[src/rtl/wpm_pkg.sv]
package wpm_pkg;

  localparam int unsigned MaxPattern = 16;
  localparam int unsigned RowW       = MaxPattern + 1;
  localparam int unsigned LenW       = 5;
  localparam int unsigned PatW       = 8 * MaxPattern;
  localparam int unsigned CfgIdxW    = 2;
  localparam int unsigned CfgDataW   = 64;
  localparam int unsigned RowDepth   = 2;

  localparam logic [7:0] StarByte = 8'h2A;
  localparam logic [7:0] AnyByte  = 8'h3F;

  localparam logic [CfgIdxW-1:0] CfgLength  = 2'd0;
  localparam logic [CfgIdxW-1:0] CfgPatLow  = 2'd1;
  localparam logic [CfgIdxW-1:0] CfgPatHigh = 2'd2;

  localparam logic FuncStart = 1'b0;

  // one item as latched for the update cycle
  typedef struct packed {
    logic       start;
    logic [7:0] text_byte;
  } cmd_t;

endpackage

[src/rtl/wpm_ram.sv]
module wpm_ram #(
  parameter int unsigned WIDTH = 8,
  parameter int unsigned DEPTH = 2
) (
  input  logic                     clk_i,
  input  logic                     we_i,
  input  logic [$clog2(DEPTH)-1:0] waddr_i,
  input  logic [WIDTH-1:0]         wdata_i,
  input  logic                     re_i,
  input  logic [$clog2(DEPTH)-1:0] raddr_i,
  output logic [WIDTH-1:0]         rdata_o
);

  logic [WIDTH-1:0] mem_q [DEPTH];
  logic [WIDTH-1:0] rdata_q;

  always_ff @(posedge clk_i) begin
    if (we_i) begin
      mem_q[waddr_i] <= wdata_i;
    end
    if (re_i) begin
      rdata_q <= mem_q[raddr_i];
    end
  end

  assign rdata_o = rdata_q;

endmodule

[src/rtl/wpm_row_update.sv]
module wpm_row_update (
  input  wpm_pkg::cmd_t                 cmd_i,
  input  logic [wpm_pkg::PatW-1:0]      pattern_i,
  input  logic [wpm_pkg::RowW-1:0]      row_i,
  output logic [wpm_pkg::RowW-1:0]      row_o
);

  logic [wpm_pkg::RowW-1:0] row_new;

  // position 0: empty prefix matches only the empty text
  assign row_new[0] = cmd_i.start;

  // one cell per pattern position; start behaves as an all-zero old row
  for (genvar j = 1; j < int'(wpm_pkg::RowW); j++) begin : g_cell
    logic [7:0] pc;
    logic       is_star;
    logic       hit;
    assign pc      = pattern_i[8*(j-1) +: 8];
    assign is_star = (pc == wpm_pkg::StarByte);
    assign hit     = !cmd_i.start &&
                     ((pc == wpm_pkg::AnyByte) || (pc == cmd_i.text_byte));
    assign row_new[j] = is_star ? ((row_i[j] && !cmd_i.start) || row_new[j-1])
                                : (hit && row_i[j-1]);
  end

  assign row_o = row_new;

endmodule

[src/rtl/wildcard_pattern_matcher.sv]
// Result: the row RAM is read and the item registered when the item is accepted,
//   then the row update goes into the output register; this waits only while the
//   output item is stalled.
// Flow: a new item waits until the last one's row update is written (in_stall_o high).
// Reset: asynchronous, active low; pattern registers and length clear to zero,
//   both row entries read as all zeros until first written, no output pending.
module wildcard_pattern_matcher (
  input  logic                          clk_i,
  input  logic                          rst_ni,
  // configuration
  input  logic                          cfg_valid_i,
  output logic                          cfg_ready_o,
  input  logic [wpm_pkg::CfgIdxW-1:0]   cfg_index_i,
  input  logic [wpm_pkg::CfgDataW-1:0]  cfg_data_i,
  // input items
  input  logic                          in_valid_i,
  output logic                          in_stall_o,
  input  logic                          func_i,
  input  logic [7:0]                    text_byte_i,
  // result items
  output logic                          out_valid_o,
  input  logic                          out_stall_i,
  output logic                          matched_o
);

  typedef enum logic [1:0] {
    ST_IDLE = 2'b01,
    ST_CALC = 2'b10
  } state_e;

  state_e state_q, state_d;

  // configuration registers
  logic [wpm_pkg::LenW-1:0] len_q;
  logic [wpm_pkg::PatW-1:0] pattern_q;
  logic                     cfg_we;

  assign cfg_ready_o = 1'b1;
  assign cfg_we      = cfg_valid_i && cfg_ready_o;

  always_ff @(posedge clk_i or negedge rst_ni) begin
    if (!rst_ni) begin
      len_q     <= '0;
      pattern_q <= '0;
    end else if (cfg_we) begin
      case (cfg_index_i)
        wpm_pkg::CfgLength:  len_q <= cfg_data_i[wpm_pkg::LenW-1:0];
        wpm_pkg::CfgPatLow:  pattern_q[63:0] <= cfg_data_i;
        wpm_pkg::CfgPatHigh: pattern_q[127:64] <= cfg_data_i;
        default: ; // unused index, write dropped
      endcase
    end
  end

  // length clamped to the number of pattern cells
  logic [wpm_pkg::LenW-1:0] used_len;
  assign used_len = (len_q > wpm_pkg::LenW'(wpm_pkg::MaxPattern))
                  ? wpm_pkg::LenW'(wpm_pkg::MaxPattern) : len_q;

  // handshakes
  logic in_acc;
  logic out_free;
  logic done;

  assign in_stall_o = (state_q != ST_IDLE);
  assign in_acc     = in_valid_i && !in_stall_o;
  assign out_free   = !out_valid_o || !out_stall_i;
  assign done       = (state_q == ST_CALC) && out_free;

  always_comb begin
    state_d = state_q;
    case (state_q)
      ST_IDLE: if (in_acc) state_d = ST_CALC;
      ST_CALC: if (out_free) state_d = ST_IDLE;
      default: state_d = ST_IDLE;
    endcase
  end

  // item held for the update cycle
  wpm_pkg::cmd_t cmd_q;

  always_ff @(posedge clk_i) begin
    if (in_acc) begin
      cmd_q.start     <= (func_i == wpm_pkg::FuncStart);
      cmd_q.text_byte <= text_byte_i;
    end
  end

  // Row RAM, two entries used ping-pong: the current row is read from entry
  // ptr_q and the next row written to the other, so a read never meets a
  // write of the same entry. Per-entry valid bits stand in for the reset.
  logic                       ptr_q;
  logic [1:0]                 row_vld_q;
  logic                       rd_ok_q;
  logic [wpm_pkg::RowW-1:0]   ram_rdata;
  logic [wpm_pkg::RowW-1:0]   row_cur;
  logic [wpm_pkg::RowW-1:0]   row_next;

  wpm_ram #(
    .WIDTH (wpm_pkg::RowW),
    .DEPTH (wpm_pkg::RowDepth)
  ) u_row_ram (
    .clk_i   (clk_i),
    .we_i    (done),
    .waddr_i (!ptr_q),
    .wdata_i (row_next),
    .re_i    (in_acc),
    .raddr_i (ptr_q),
    .rdata_o (ram_rdata)
  );

  assign row_cur = rd_ok_q ? ram_rdata : '0;

  wpm_row_update u_update (
    .cmd_i     (cmd_q),
    .pattern_i (pattern_q),
    .row_i     (row_cur),
    .row_o     (row_next)
  );

  // output register
  logic out_valid_q;
  logic matched_q;

  always_ff @(posedge clk_i or negedge rst_ni) begin
    if (!rst_ni) begin
      state_q     <= ST_IDLE;
      ptr_q       <= 1'b0;
      row_vld_q   <= '0;
      rd_ok_q     <= 1'b0;
      out_valid_q <= 1'b0;
    end else begin
      state_q <= state_d;
      if (in_acc) begin
        rd_ok_q <= row_vld_q[ptr_q];
      end
      if (done) begin
        ptr_q             <= !ptr_q;
        row_vld_q[!ptr_q] <= 1'b1;
        out_valid_q       <= 1'b1;
      end else if (!out_stall_i) begin
        out_valid_q <= 1'b0;
      end
    end
  end

  always_ff @(posedge clk_i) begin
    if (done) begin
      matched_q <= row_next[used_len];
    end
  end

  assign out_valid_o = out_valid_q;
  assign matched_o   = matched_q;

  // checks
  a_acc_to_calc: assert property (@(posedge clk_i) disable iff (!rst_ni)
    in_acc |=> (state_q == ST_CALC))
    else $error("accepted item did not enter the update cycle");

  a_ptr_flip: assert property (@(posedge clk_i) disable iff (!rst_ni)
    done |=> (ptr_q != $past(ptr_q)) && row_vld_q[$past(!ptr_q)])
    else $error("row pointer did not move to the freshly written entry");

  a_out_from_calc: assert property (@(posedge clk_i) disable iff (!rst_ni)
    $rose(out_valid_q) |-> $past(state_q == ST_CALC))
    else $error("result raised without an update cycle");

  a_start_row: assert property (@(posedge clk_i) disable iff (!rst_ni)
    (done && cmd_q.start) |=> row_vld_q[ptr_q])
    else $error("start item left the current row entry invalid");

endmodule

[config.mk]
export PLATFORM = sky130hd
export DESIGN_NAME = wildcard_pattern_matcher
export DESIGN_NICKNAME = d
export VERILOG_FILES = /design/src/rtl/wpm_pkg.sv /design/src/rtl/wpm_ram.sv /design/src/rtl/wpm_row_update.sv /design/src/rtl/wildcard_pattern_matcher.sv
export SDC_FILE = /design/constraint.sdc
export NUM_CORES = 1
export LEC_CHECK = 0
export BUFFER_PORTS_ARGS = -buffer_cell sky130_fd_sc_hd__buf_4
export CAP_MARGIN = 20
export CORE_MARGIN = 2
export CORE_UTILIZATION = 30
export DETAILED_ROUTE_END_ITERATION = 7
export GPL_TIMING_DRIVEN = 0
export PLACE_DENSITY = 0.48
export SETUP_SLACK_MARGIN = 0.3
export SYNTH_ARGS = -nofsm -noshare
export SYNTH_HDL_FRONTEND = slang
export SYNTH_HIERARCHICAL = 1
export SYNTH_SLANG_ARGS = --single-unit
export TNS_END_PERCENT = 50
[constraint.sdc]
create_clock -name clk_i -period 3.1 [get_ports clk_i]
set_input_delay 0.31 -clock clk_i [delete_from_list [all_inputs] [get_ports clk_i]]
set_output_delay 0.31 -clock clk_i [all_outputs]
set_load 0.03 [all_outputs]
==> reports/results.ini <==
[yosys]
yosysWarnings = 6
synthTopCellsByArea = dfrtp_1, mux2_4, edfxtp_1
yosys.area.top_type = dfrtp_1
synth_top_cell_area_share = 0.319
synth-edff-count = 61
syn_inst = 839
yosysSeqAreaShare = 0.490
synth_fp_nets = 919
syn_avg_cell_area_um2 = 13.0
ys_async_sr_fraction = 0.697
synth_ff_type = dfrtp_1
synth_area_mm2 = 0.0109
synth_cell_types = 69
synth-seq-cells = 201

[floorplanning]
ios = 84
die_h_um = 195
dieArea_mm2 = 0.0379
initial_core_util = 0.306
die_w_um = 195
row_count = 69
core-area_mm2 = 0.0357

[critical_path]
worstSetupEndpointType = flip-flop
cp_common_cell = a221oi_2
path_class = reg2reg
path_max_fanout = 2
cp.arrival_ns = 3.88
cp-startpoint = pattern_q[46]$_DFFE_PN0P_
reg2reg_depth = 13
slowest_delay_ns = 0.50
critical_path.cell_chain = nor4bb_4, nand4_1, nand4b_1, or4_4, o32ai_4, o41ai_4, a21oi_2, inv_2, a31o_4, mux2i_1, a21boi_1, a221oi_2, a221oi_2
r2r_setup_slack_ns = -0.52
reg2reg_to = matched_o$_DFFE_PP_
required_ns = 3.36
rr_startpoint = pattern_q[46]$_DFFE_PN0P_
slowest_stage = or4_4
crit_family = simple AND/OR/NAND/NOR gates
critical_path_buf_inv_count = 1
startpoint_type = flip-flop

[placed_design]
dp_hpwl_um = 21500
gp_congestion = 0.789
dp_cells = 1385
port_buffers = 82

[timing]
rsz0062_at_grt = true
fmax_ghz = 0.276
period_share = 1.17
tightest_slew_ns = 0.975
fin_skew_ns = 0.00749
final_hold_viol_count = 0
fin_crit_ns = 3.62
drv_slew = 0
slew_headroom = 0.350
finalSetupViolCount = 5
setup_ws_ns = -0.523

[power_and_ir_drop]
peakVddDrop_mv = 0.242
p_leak_nw = 5.77
powerDensity_mw_per_mm2 = 621

[run_status]
outcome = finished, violations left
violations = setup timing

[cts]
clk_pin_slew_worst_paths_ns = 0.06
cts_root_buf = clkbuf_16
h-tree-depth = 1
numCtsBuffers = 24
cts.path.max_buffers = 3
clkSinkCount = 201
cts_tree = built
clkLatencyLatePin_ns = 0.52

[finish]
area_growth_pct = 25.5
register_area_mm2 = 0.00534
post-route-util = 0.384
antennaDiodeCount = 0
final_cell_mix = dfrtp_1, mux2_4, buf_4
nets = 1074
multi_input_area_mm2 = 0.00548
layout_commonest_cell = dfrtp_1
fin_cells = 1471
layout-drive-gt1-share = 0.371
final.fill_count = 3429

[routing]
drtIter0Drc = 333
ant_nets = 0
vias = 7166
post_drt_wl_per_cell_um = 20.7
via_per_inst = 4.87
drtPass1Iterations = 5
wl_um = 30500
drc = 0

[worst_hold_path]
hold_end = pattern_q[127]$_DFFE_PN0P_
hold_class = in2reg
min_from = cfg_data_i[63]
whs_path_depth = 2

[global_route]
gr-total-overflow = 0
grt_usage = 0.162
grt_pass1_vias = 7636
grt_max_degree = 86
antenna_found_initial = 0
grt_pass1_wl_um = 46900

[run]
cap_violations = 0

cell families after synthesis:
kind of cell | after synthesis | synth area share
and+or+nand+nor | 229 | 0.120
DFF | 201 | 0.490
muxes | 157 | 0.207
xor gates and xnor gates | 129 | 0.104
AOI/OAI and AO/OA | 72 | 0.0483
buffers and inverters | 50 | 0.0308
other | 1 | 0.000344
stage by stage:
step | total power, W | TNS, ns | hold WS [ns] | setup slack [ns] | area (µm²)
finish | 0.00850 | -0.887 | 0.0190 | -0.523 | 13700
global route | 0.00892 | -1.37 | 0.00951 | -0.647 | 13700
CTS | 0.00857 | -1.25 | 0.00150 | -0.657 | 13600
detailed placement | 0.00561 | -11.80 | 0.316 | -1.21 | 12200
global placement | 0.00556 | -11.47 | 0.439 | -1.19 | 12100
floorplan | 0.00501 | -0.0594 | 0.0144 | -0.0594 | 10900
final cells by class:
class | count | area share
multi-input combinational | 588 | 0.401
sequential | 201 | 0.390
timing repair buffer | 129 | 0.0796
clock buffer | 40 | 0.0560
tap | 461 | 0.0422
buffer | 38 | 0.0273
inverter | 12 | 0.00329
clock inverter | 2 | 0.000732
Yosys cell counts (all sizes together) (2+ instances only):
cell type	n
edfxtp	61
o22a	4
a21o	4
nor3b	7
clkbuf	10
nand2b	11
o31a	4
o21ai	10
nand4	32
a21oi	19
and3b	2
a221oi	2
o21bai	2
mux2	150
or3	4
buf	28
nor4bb	5
xor2	45
o32a	3
and3	6
or2	3
nor4	14
and2	21
a2bb2oi	2
nand3b	2
xnor2	84
o31ai	2
nor3	18
nor2	30
dfrtp	139
nor2b	11
o211ai	2
nand3	22
nand2	30
mux2i	7
inv	12
o22ai	6
or4	7
registers in the layout, summed over array words and instances (netlist names):
signal,flops
u_row_ram/rdata_o,17
out_valid_o,1
state_q,2
rd_ok_q,1
len_q,5
cmd_q,9
pattern_q,128
u_row_ram/mem_q,34
matched_o,1
row_vld_q,2
ptr_q,1
where the power goes:
group,total (W),internal (W),switching [W]
Sequential,0.00365,0.00319,0.000461
Combinational,0.00209,0.00122,0.000868
Clock,0.00276,0.00167,0.00109
Total,0.00850,0.00609,0.00242
routing by layer:
metal	routed length [µm]	track usage
met2	14600	0.275
met3	976	0.0191
met5	0	0
met4	684	0.0402
met1	14200	0.219
worst max-delay path by stage:
stage / end / slack, ns / cells after the start
floorplan: matched_o$_DFFE_PP_ / -0.06 / 15
global placement: matched_o$_DFFE_PP_ / -1.19 / 14
detailed placement: matched_o$_DFFE_PP_ / -1.21 / 15
CTS: matched_o$_DFFE_PP_ / -0.66 / 13
global route: matched_o$_DFFE_PP_ / -0.65 / 13
finish: matched_o$_DFFE_PP_ / -0.52 / 13
timing repair:
| item | in CTS | in global routing |
|---|---|---|
| setup endpoints to repair | 27 | 25 |
| cloned | 0 | 0 |
| hold buffers | 11 | 0 |
| pin swaps | 16 | 13 |
| gates resized for setup | 71 | 22 |
| hold endpoints to repair | 64 | 0 |
| setup buffers | 28 | 5 |
(Power assumes the default switching activity.)
